==> config.mk <==
export PLATFORM = sky130hd
export DESIGN_NAME = ook_remote_code_pulse_encoder_core
export DESIGN_NICKNAME = d
export VERILOG_FILES = /design/src/hw/rtl/ookenc_pkg.sv /design/src/hw/rtl/ookenc_in_reg.sv /design/src/hw/rtl/ookenc_seq.sv /design/src/hw/rtl/ookenc_out_reg.sv /design/src/hw/rtl/ook_remote_code_pulse_encoder_core.sv
export SDC_FILE = /design/constraint.sdc
export NUM_CORES = 1
export LEC_CHECK = 0
export BUFFER_PORTS_ARGS = -buffer_cell sky130_fd_sc_hd__clkbuf_2
export CAP_MARGIN = 20
export CELL_PAD_IN_SITES_DETAIL_PLACEMENT = 1
export CELL_PAD_IN_SITES_GLOBAL_PLACEMENT = 2
export CORE_ASPECT_RATIO = 1.75
export CORE_MARGIN = 2
export CORE_UTILIZATION = 36
export CTS_CLUSTER_DIAMETER = 60
export DETAILED_ROUTE_END_ITERATION = 8
export PLACE_DENSITY = 0.78
export REMOVE_ABC_BUFFERS = 1
export SKIP_CTS_REPAIR_TIMING = 1
export SYNTH_ARGS = -nofsm -noshare
export SYNTH_HDL_FRONTEND = slang
export SYNTH_SLANG_ARGS = --single-unit
==> constraint.sdc <==
create_clock -name clock -period 5.85 [get_ports clock]
set_input_delay 0.8775 -clock clock [delete_from_list [all_inputs] [get_ports clock]]
set_output_delay 0.8775 -clock clock [all_outputs]
set_load 0.02 [all_outputs]
==> src/hw/rtl/ookenc_pkg.sv <==
// Shared types, constants and helpers of the OOK remote code pulse encoder.
package ookenc_pkg;

   localparam int CODE_BITS_DEFAULT = 12;
   localparam int CODE_WORD_WIDTH   = 12;
   localparam int UNIT_TICKS_WIDTH  = 16;
   localparam int REPEATS_WIDTH     = 4;
   localparam int UNITS_WIDTH       = 5;
   localparam int CSR_INDEX_WIDTH   = 1;
   localparam int CSR_DATA_WIDTH    = UNIT_TICKS_WIDTH;

   localparam logic [UNIT_TICKS_WIDTH-1:0] UNIT_TICKS_RESET    = 16'd350;
   localparam logic [REPEATS_WIDTH-1:0]    FRAME_REPEATS_RESET = 4'd6;

   localparam logic [CSR_INDEX_WIDTH-1:0] CSR_UNIT_TICKS    = 1'd0;
   localparam logic [CSR_INDEX_WIDTH-1:0] CSR_FRAME_REPEATS = 1'd1;

   localparam logic [1:0] PHASE_FIRST_HIGH  = 2'd0;
   localparam logic [1:0] PHASE_FIRST_LOW   = 2'd1;
   localparam logic [1:0] PHASE_SECOND_HIGH = 2'd2;
   localparam logic [1:0] PHASE_SECOND_LOW  = 2'd3;

   localparam logic [UNITS_WIDTH-1:0] UNITS_SHORT     = 5'd1;
   localparam logic [UNITS_WIDTH-1:0] UNITS_LONG      = 5'd3;
   localparam logic [UNITS_WIDTH-1:0] UNITS_SYNC_LOW  = 5'd31;

   typedef struct packed {
      logic                       start_req;
      logic [CODE_WORD_WIDTH-1:0] code_word;
   } req_word_type;

   typedef struct packed {
      logic line_level;
      logic busy_res;
   } rsp_word_type;

   typedef struct packed {
      logic advance;
   } flow_type;

   // Units in the segment selected by phase, sync flag and current code bit.
   function automatic logic [UNITS_WIDTH-1:0] seg_units(
      input logic       is_sync,
      input logic [1:0] phase,
      input logic       code_bit
   );
      logic [UNITS_WIDTH-1:0] units;
      begin
         if (is_sync) begin
            units = (phase == PHASE_FIRST_HIGH) ? UNITS_SHORT : UNITS_SYNC_LOW;
         end else begin
            case (phase)
               PHASE_FIRST_HIGH:  units = UNITS_SHORT;
               PHASE_FIRST_LOW:   units = UNITS_LONG;
               PHASE_SECOND_HIGH: units = code_bit ? UNITS_SHORT : UNITS_LONG;
               PHASE_SECOND_LOW:  units = code_bit ? UNITS_LONG : UNITS_SHORT;
               default:           units = UNITS_SHORT;
            endcase
         end
         return units;
      end
   endfunction

endpackage

==> src/hw/rtl/ookenc_in_reg.sv <==
// Input register of the request channel and the pipeline advance control.
module ookenc_in_reg (
   input  logic                  clock,
   input  logic                  reset,
   input  logic                  req_valid,
   output logic                  req_ready,
   input  ookenc_pkg::req_word_type req_word,
   input  logic                  out_free,
   output ookenc_pkg::flow_type  flow,
   output ookenc_pkg::req_word_type word
);
   import ookenc_pkg::*;

   logic         valid_ff;
   logic         valid_in;
   req_word_type word_ff;
   logic         advance;

   assign advance   = valid_ff & out_free;
   assign req_ready = ~valid_ff | advance;
   assign valid_in  = req_valid | (valid_ff & ~advance);

   always_ff @(posedge clock) begin
      if (reset) begin
         valid_ff <= 1'b0;
      end else begin
         valid_ff <= valid_in;
      end
   end

   always_ff @(posedge clock) begin
      if (req_valid && req_ready) begin
         word_ff <= req_word;
      end
   end

   assign flow.advance  = advance;
   assign word          = word_ff;

endmodule

==> src/hw/rtl/ookenc_seq.sv <==
// Frame sequencer: settings registers, pulse state and one tick of line output.
module ookenc_seq #(
   parameter int CODE_BITS = ookenc_pkg::CODE_BITS_DEFAULT
) (
   input  logic                                  clock,
   input  logic                                  reset,
   input  logic                                  csr_we,
   input  logic [ookenc_pkg::CSR_INDEX_WIDTH-1:0] csr_index,
   input  logic [ookenc_pkg::CSR_DATA_WIDTH-1:0]  csr_wdata,
   input  ookenc_pkg::flow_type                  flow,
   input  ookenc_pkg::req_word_type              word,
   output ookenc_pkg::rsp_word_type              result
);
   import ookenc_pkg::*;

   localparam int BP_WIDTH = $clog2(CODE_BITS + 1);
   localparam logic [BP_WIDTH-1:0] SYNC_POS = BP_WIDTH'(CODE_BITS);

   logic [UNIT_TICKS_WIDTH-1:0] unit_ticks_ff;
   logic [REPEATS_WIDTH-1:0]    frame_repeats_ff;

   logic [CODE_BITS-1:0]        code_ff, code_in;
   logic [BP_WIDTH-1:0]         bp_ff, bp_in;
   logic [1:0]                  phase_ff, phase_in;
   logic [UNITS_WIDTH-1:0]      units_ff, units_in;
   logic [UNIT_TICKS_WIDTH-1:0] pre_ff, pre_in;
   logic [REPEATS_WIDTH-1:0]    rep_ff, rep_in;
   logic                        active_ff, active_in;

   logic [CODE_BITS-1:0]        s_code;
   logic [BP_WIDTH-1:0]         s_bp;
   logic [1:0]                  s_phase;
   logic [UNITS_WIDTH-1:0]      s_units;
   logic [UNIT_TICKS_WIDTH-1:0] s_pre;
   logic [REPEATS_WIDTH-1:0]    s_rep;
   logic                        s_active;

   logic [CODE_BITS+CODE_WORD_WIDTH-1:0] code_wide;
   logic [UNIT_TICKS_WIDTH-1:0] unit_len;
   logic [REPEATS_WIDTH-1:0]    target;
   logic [REPEATS_WIDTH-1:0]    rep_next;
   logic                        seg_start;

   assign unit_len  = (unit_ticks_ff == '0) ? UNIT_TICKS_WIDTH'(1) : unit_ticks_ff;
   assign target    = (frame_repeats_ff == '0) ? REPEATS_WIDTH'(1) : frame_repeats_ff;
   assign code_wide = {{CODE_BITS{1'b0}}, word.code_word};

   always_comb begin
      // take a start request only while idle
      s_code   = code_ff;
      s_bp     = bp_ff;
      s_phase  = phase_ff;
      s_units  = units_ff;
      s_pre    = pre_ff;
      s_rep    = rep_ff;
      s_active = active_ff;
      if (!active_ff && word.start_req) begin
         s_code   = code_wide[CODE_BITS-1:0];
         s_bp     = '0;
         s_phase  = PHASE_FIRST_HIGH;
         s_rep    = '0;
         s_active = 1'b1;
         s_units  = UNITS_SHORT;
         s_pre    = unit_len;
      end

      result.line_level = s_active & ~s_phase[0];
      result.busy_res   = s_active;

      code_in   = s_code;
      bp_in     = s_bp;
      phase_in  = s_phase;
      units_in  = s_units;
      pre_in    = s_pre;
      rep_in    = s_rep;
      active_in = s_active;
      rep_next  = s_rep + REPEATS_WIDTH'(1);
      seg_start = 1'b0;

      if (s_active) begin
         if (s_pre > UNIT_TICKS_WIDTH'(1)) begin
            pre_in = s_pre - UNIT_TICKS_WIDTH'(1);
         end else begin
            pre_in = unit_len;
            if (s_units > UNITS_WIDTH'(1)) begin
               units_in = s_units - UNITS_WIDTH'(1);
            end else if (s_bp != SYNC_POS) begin
               seg_start = 1'b1;
               if (s_phase != PHASE_SECOND_LOW) begin
                  phase_in = s_phase + 2'd1;
               end else begin
                  // rotate so the code is whole again after the last bit
                  phase_in = PHASE_FIRST_HIGH;
                  bp_in    = s_bp + BP_WIDTH'(1);
                  code_in  = {s_code[CODE_BITS-2:0], s_code[CODE_BITS-1]};
               end
            end else if (s_phase == PHASE_FIRST_HIGH) begin
               seg_start = 1'b1;
               phase_in  = PHASE_FIRST_LOW;
            end else begin
               rep_in   = rep_next;
               phase_in = PHASE_FIRST_HIGH;
               bp_in    = '0;
               if (rep_next >= target) begin
                  active_in = 1'b0;
                  units_in  = '0;
                  pre_in    = '0;
               end else begin
                  seg_start = 1'b1;
               end
            end
         end
      end

      if (seg_start) begin
         units_in = seg_units(bp_in == SYNC_POS, phase_in, code_in[CODE_BITS-1]);
         pre_in   = unit_len;
      end
   end

   always_ff @(posedge clock) begin
      if (reset) begin
         unit_ticks_ff    <= UNIT_TICKS_RESET;
         frame_repeats_ff <= FRAME_REPEATS_RESET;
      end else if (csr_we) begin
         case (csr_index)
            CSR_UNIT_TICKS:    unit_ticks_ff    <= csr_wdata;
            CSR_FRAME_REPEATS: frame_repeats_ff <= csr_wdata[REPEATS_WIDTH-1:0];
            default: begin
            end
         endcase
      end
   end

   always_ff @(posedge clock) begin
      if (reset) begin
         code_ff   <= '0;
         bp_ff     <= '0;
         phase_ff  <= PHASE_FIRST_HIGH;
         units_ff  <= '0;
         pre_ff    <= '0;
         rep_ff    <= '0;
         active_ff <= 1'b0;
      end else if (flow.advance) begin
         code_ff   <= code_in;
         bp_ff     <= bp_in;
         phase_ff  <= phase_in;
         units_ff  <= units_in;
         pre_ff    <= pre_in;
         rep_ff    <= rep_in;
         active_ff <= active_in;
      end
   end

endmodule

==> src/hw/rtl/ookenc_out_reg.sv <==
// Output register of the response channel.
module ookenc_out_reg (
   input  logic                     clock,
   input  logic                     reset,
   input  ookenc_pkg::flow_type     flow,
   input  ookenc_pkg::rsp_word_type result,
   output logic                     out_free,
   output logic                     rsp_valid,
   input  logic                     rsp_ready,
   output ookenc_pkg::rsp_word_type rsp_word
);
   import ookenc_pkg::*;

   logic         valid_ff;
   logic         valid_in;
   rsp_word_type word_ff;

   assign out_free = ~valid_ff | rsp_ready;
   assign valid_in = flow.advance | (valid_ff & ~rsp_ready);

   always_ff @(posedge clock) begin
      if (reset) begin
         valid_ff <= 1'b0;
      end else begin
         valid_ff <= valid_in;
      end
   end

   always_ff @(posedge clock) begin
      if (flow.advance) begin
         word_ff <= result;
      end
   end

   assign rsp_valid = valid_ff;
   assign rsp_word  = word_ff;

endmodule

==> src/hw/rtl/ook_remote_code_pulse_encoder_core.sv <==
// Top level of the OOK remote code pulse encoder.
//
//   port group   direction  meaning
//   req_*        in         one timebase tick: start request and code
//   rsp_*        out        line level and busy flag for that tick
//   csr_*        in         settings write: unit length, frame count
//
// One word in, one word out; a new word is taken every cycle unless a stalled response holds the pipeline.
// A word passes two registers: input register, then output register.
// Reset is synchronous; it restores the default settings and goes idle.
// A stalled response holds the pipeline; the request side stalls only when
// both registers are full.
module ook_remote_code_pulse_encoder_core #(
   parameter int CODE_BITS = ookenc_pkg::CODE_BITS_DEFAULT
) (
   input  logic                                  clock,
   input  logic                                  reset,
   input  logic                                  req_valid,
   output logic                                  req_ready,
   input  ookenc_pkg::req_word_type              req_word,
   output logic                                  rsp_valid,
   input  logic                                  rsp_ready,
   output ookenc_pkg::rsp_word_type              rsp_word,
   input  logic                                  csr_we,
   input  logic [ookenc_pkg::CSR_INDEX_WIDTH-1:0] csr_index,
   input  logic [ookenc_pkg::CSR_DATA_WIDTH-1:0]  csr_wdata
);
   import ookenc_pkg::*;

   flow_type     flow;
   req_word_type word;
   rsp_word_type result;
   logic         out_free;

   ookenc_in_reg u_in_reg (
      .clock     (clock),
      .reset     (reset),
      .req_valid (req_valid),
      .req_ready (req_ready),
      .req_word  (req_word),
      .out_free  (out_free),
      .flow      (flow),
      .word      (word)
   );

   ookenc_seq #(
      .CODE_BITS (CODE_BITS)
   ) u_seq (
      .clock     (clock),
      .reset     (reset),
      .csr_we    (csr_we),
      .csr_index (csr_index),
      .csr_wdata (csr_wdata),
      .flow      (flow),
      .word      (word),
      .result    (result)
   );

   ookenc_out_reg u_out_reg (
      .clock     (clock),
      .reset     (reset),
      .flow      (flow),
      .result    (result),
      .out_free  (out_free),
      .rsp_valid (rsp_valid),
      .rsp_ready (rsp_ready),
      .rsp_word  (rsp_word)
   );

endmodule

Word level (Yosys, flattened, before mapping)
Index checks and enable logic that the tools add are counted.
{"block": "totals", "reg_bits": 81, "latchBits": 0, "mem_bits_rw": 0, "mem_bits_ro": 0, "mem_count": 0}
{"block": "classes", "add_sub_neg": 5, "multipliers": 0, "div_mod_pow": 0, "order_cmp": 3, "eq_ne": 6, "n_shift": 0, "mux": 59, "n_bitwise": 14, "n_reduce_logical": 9}
{"operator": "two-way mux 16 bit", "n": 9}
{"operator": "two-way mux 12 bit", "n": 6}
{"operator": "two-way mux 4 bit", "n": 14}
{"operator": "two-way mux 5 bit", "n": 10}
{"operator": "one-hot mux 5 bit (4 select lines)", "n": 1}
{"operator": "> comparator 16 x 1 -> 1 bit (second input constant)", "n": 1}
{"operator": "logical NOT 16 bit", "n": 1}
{"operator": "two-way mux 2 bit", "n": 8}
{"operator": "subtractor 16 x 1 -> 16 bit (second input constant)", "n": 1}
{"operator": "two-way mux 1 bit", "n": 11}
{"operator": "adder 4 x 1 -> 4 bit (second input constant)", "n": 2}
{"operator": "NOT 1 bit", "n": 6}
{"operator": "> comparator 5 x 1 -> 1 bit (second input constant)", "n": 1}
{"operator": "subtractor 5 x 1 -> 5 bit (second input constant)", "n": 1}
{"operator": "bitwise AND 1 bit", "n": 4}
{"operator": "equality test 2 bit (second input constant)", "n": 2}
{"operator": "equality test 4 bit (second input constant)", "n": 1}
{"operator": "greater-or-equal comparator 4 bit", "n": 1}
{"operator": "logical NOT 2 bit", "n": 2}
{"operator": "logical NOT 4 bit", "n": 1}
{"operator": "inequality test 4 bit (second input constant)", "n": 1}
{"operator": "OR 1 bit", "n": 4}
{"operator": "AND reduction 2 bit", "n": 2}
{"operator": "adder 2 x 1 -> 2 bit (second input constant)", "n": 1}
{"operator": "other kinds (4)", "n": 5}

Logic depth before layout (Yosys ltp)
{"block": "depth", "word_depth": 13, "ltp_mapped": 18, "ltp_nobuf": 13}

Modules after synthesis
From an unflattened synthesis, not the netlist that was laid out.
{"block": "unflattened", "cells_unflattened": 663, "hier_area_um2": 5029.8}
{"module": "ookenc_seq", "n_inst": 1, "cells_per_inst": 638, "area_each_um2": 4470.5, "seq_area_each_um2": 1281.2}
{"module": "ookenc_in_reg", "n_inst": 1, "cells_per_inst": 19, "area_each_um2": 452.9, "seq_area_each_um2": 410.4}
{"module": "ookenc_out_reg", "n_inst": 1, "cells_per_inst": 6, "area_each_um2": 106.4, "seq_area_each_um2": 80.1}

Worst setup path after synthesis
OpenSTA, ideal clock, no wires.
{"block": "synth_timing", "path_type": "reg-to-reg", "startpoint": "reg u_in_reg.word_ff (netlist bit u_in_reg.word[12])", "endpoint": "reg u_seq.units_ff[2]", "setup_time_ns": 0.079, "arrival_time_ns": 4.010, "t_required_ns": 5.771, "slack_ns": 1.761, "stages_incl_launch_ff": 17, "n_path_buf": 4, "synth_period_minus_slack_ns": 4.089, "path_cell_list": "edfxtp_1 nand2b_1 buf_4 clkbuf_1 clkbuf_1 buf_1 and2_1 ha_1 ha_1 o21ai_0 a21o_1 a211o_1 nand2_1 or4_1 nor4b_2 a21bo_2 a211oi_2"}
{"block": "synth_via", "elab_chain_cells": 12}
{"item": "start, declared", "line": "ookenc_in_reg.sv:16", "source": "req_word_type word_ff;"}
{"item": "start signal, assigned", "line": "ookenc_in_reg.sv:33", "source": "word_ff <= req_word;"}
{"item": "logical AND 1 bit (*)", "line": "ookenc_seq.sv:57", "source": "if (!active_ff && word.start_req) begin"}
{"item": "branches (longest 10 deep; another with adder 4 x 1 -> 4 bit)"}
{"item": "two-way mux 5 bit (*)", "line": "ookenc_seq.sv:115", "source": "if (seg_start) begin"}
{"item": "end signal, assigned", "line": "ookenc_seq.sv:148", "source": "units_ff <= units_in;"}
{"item": "end, declared", "line": "ookenc_seq.sv:25", "source": "logic [UNITS_WIDTH-1:0] units_ff, units_in;"}
Every way passes the cells marked *.
A chain may end at the register's enable or synchronous reset.

Worst setup path after layout
{"block": "layout_timing", "startpoint": "reg u_seq.active_ff", "endpoint": "reg u_seq.units_ff[2]"}
{"block": "layout_via", "elab_chain_cells": 13}
{"item": "start, declared", "line": "ookenc_seq.sv:28", "source": "logic active_ff, active_in;"}
{"item": "start signal, assigned", "line": "ookenc_seq.sv:151", "source": "active_ff <= active_in;"}
{"item": "branches (longest 12 deep; another with adder 4 x 1 -> 4 bit)"}
{"item": "two-way mux 5 bit (*)", "line": "ookenc_seq.sv:115"}
Marked as above.

==> results.py <==
metrics = {
    "placement": {
        "hpwl_um": 11200,
        "dp_slack_ps": 1700,
        "place_congestion": 0.870,
        "portBuffers": 38,
    },
    "sta": {
        "max_slew_margin": 0.349,
        "setup_slack_ps": 1650,
        "hold_violations": 0,
        "whs_ps": 455,
        "setup_tns_ps": 0,
        "rsz0062_at_grt": "false",
        "skew_ps": 8.56,
        "drv_slew": 0,
        "layout_min_cycle_time_ps": 4200,
        "setup_viol": 0,
        "fin_crit_sh": 0.718,
        "max_freq_ghz": 0.238,
        "worstMarginPinSlew_ps": 969,
    },
    "synth": {
        "synth-edff-count": 15,
        "ys_ff_latch": 81,
        "async_flop_share": 0,
        "yosysTopAreaCell": "dfxtp_1",
        "synth.most_common_cell": "nand2_1",
        "synth_ff_type": "dfxtp_1",
        "yosysUniqueCellTypes": 67,
        "synth_area_leaders": "dfxtp_1, edfxtp_1, nand2_1",
        "syn_area_um2": 4940,
        "netlist_top_cells_count": "nand2_1, dfxtp_1, nor2_1",
        "synth.avg_cell_area_um2": 8.15,
        "synth_top_area_share": 0.268,
        "yosysSeqAreaShare": 0.359,
        "yosysWarnings": 0,
        "synth_cells": 606,
    },
    "clock_tree": {
        "h-tree-depth": 3,
        "clock_latency_ps": 350,
        "cts_buffers": 9,
        "cts_max_path_buffers": 2,
        "root_buffer": "clkbuf_16",
        "clock-sinks": 81,
        "clkSlewWorstSetupHoldPaths_ps": 70,
        "cts_tree": "yes",
    },
    "route": {
        "wire_per_inst_um": 19.5,
        "drt_wl_total_um": 15700,
        "ant_nets": 0,
        "drc": 0,
        "initialDrtViolationCount": 175,
        "via_per_inst": 5.86,
        "dr.pass1.iters": 5,
        "num_vias": 4733,
    },
    "job": {
        "maxCapViolations": 0,
    },
    "die": {
        "fp.dieW_um": 92.5,
        "pin_count": 39,
        "num_rows": 56,
        "core_area_um2": 13400,
        "die_area_um2": 14700,
        "initial_core_util": 0.369,
        "die_h_um": 159,
    },
    "run_status": {
        "status": "completed",
    },
    "global_route": {
        "grt_pass1_wl_um": 25400,
        "grt.overflow.total": 0,
        "grt_pass1_vias": 4943,
        "grt_max_degree": 53,
        "antenna_found_initial": 0,
        "grt_util_all_layers": 0.220,
    },
    "power": {
        "powerDensity_nw_per_um2": 275,
        "ir_drop_mv": 0.137,
        "leakage_nw": 2.19,
    },
    "critical_path": {
        "crit_fanout": 25,
        "cp.required_ps": 6120,
        "start_kind": "flip-flop",
        "cp-end-kind": "flip-flop",
        "cp.arrival_ps": 4470,
        "path_class": "flip-flop to flip-flop",
    },
    "final_layout": {
        "layout-drive-gt1-share": 0.163,
        "post-route-util": 0.419,
        "final_nets": 676,
        "area_growth_syn_to_layout_pct": 13.6,
        "antenna_cells": 0,
    },
    "min_path": {
        "holdCritPathClass": "flip-flop to flip-flop",
    },
}
per-layer routing:
layer,global-route usage,vias up,routed length [µm]
met4,0.100,0,494
met5,0,-,0
li1,-,2240,-
met1,0.256,2351,6400
met2,0.394,114,8280
met3,0.0284,28,559
critical path: stages (launching register included):
cell and delay [ps]:
dfxtp_1 600, nand2b_1 590, buf_4 450, mux2i_1 290, nor4_4 560, nand2_2 220, or4_1 580, nor4b_2 350
a21bo_2 290, a211oi_2 170
cell usage in the layout, fill, tap and decap left out, drive strengths merged, types with 5 or more instances in the layout:
| master | n |
|---|---|
| a211oi | 9 |
| a21oi | 54 |
| a221oi | 6 |
| a22oi | 6 |
| a31oi | 9 |
| and2 | 6 |
| buf | 10 |
| clkbuf | 47 |
| dfxtp | 66 |
| edfxtp | 15 |
| ha | 13 |
| inv | 15 |
| mux2i | 10 |
| mux4 | 11 |
| nand2 | 110 |
| nand3 | 26 |
| nand4 | 5 |
| nor2 | 64 |
| nor2b | 5 |
| nor3 | 22 |
| nor4 | 15 |
| o21ai | 27 |
| or3 | 7 |
| xnor2 | 5 |
| xor2 | 10 |
flip-flops by register name (all words and copies together), names as in the netlist, named ones only:
name and cells:
u_in_reg.valid_ff 1, u_seq.active_ff 1, u_seq.bp_ff 4, u_seq.units_ff 5, u_in_reg.word 13, u_out_reg.rsp_valid 1, u_seq.frame_repeats_ff 4, u_seq.rep_ff 4
u_seq.unit_ticks_ff 16, u_out_reg.rsp_word 2, u_seq.pre_ff 15, u_seq.phase_ff 2, u_seq.code_ff 12
final cells by class:
cell class	instances	area, µm²
tap	174	218
fill	1618	7770
inverter	13	48.8
timing repair buffer	48	265
multi-input combinational	475	2970
clock buffer	9	225
clock inverter	7	109
sequential	81	1770
stage by stage:
stage | power [W] | cells | instance area [µm²]
floorplan | 0.000806 | 569 | 4790
global placement | 0.000890 | 790 | 5270
detailed placement | 0.000900 | 790 | 5270
CTS | 0.00155 | 806 | 5600
global route | 0.00161 | 807 | 5610
finish | 0.00154 | 807 | 5610
worst paths after layout:
path,cells past startpoint,slack (ps),end,startpoint
worst max-delay path,9,1650,u_seq.units_ff[2]$_SDFFE_PP0P_,u_seq.active_ff$_SDFFE_PP0P_
worst min register to register,2,450,u_seq.frame_repeats_ff[0]$_SDFFE_PP0P_,u_seq.frame_repeats_ff[0]$_SDFFE_PP0P_
worst min-delay path,2,450,u_seq.frame_repeats_ff[0]$_SDFFE_PP0P_,u_seq.frame_repeats_ff[0]$_SDFFE_PP0P_
worst max register to register,9,1650,u_seq.units_ff[2]$_SDFFE_PP0P_,u_seq.active_ff$_SDFFE_PP0P_
kinds of logic after synthesis:
logic type / count (synthesis) / synth area share
fa+ha+maj: 13 / 0.0329
compound gates: 144 / 0.192
mux: 24 / 0.0773
flops: 81 / 0.359
xor+xnor: 15 / 0.0266
simple gates: 279 / 0.272
buf+inv: 50 / 0.0400
report_power, final:
group / leakage (nW) / internal [W] / switching, W / total, W
logic: 1.34 / 0.0000967 / 0.000168 / 0.000265
registers: 0.684 / 0.000595 / 0.0000286 / 0.000624
clock network: 0.164 / 0.000384 / 0.000267 / 0.000651
(Power assumes the default switching activity.)
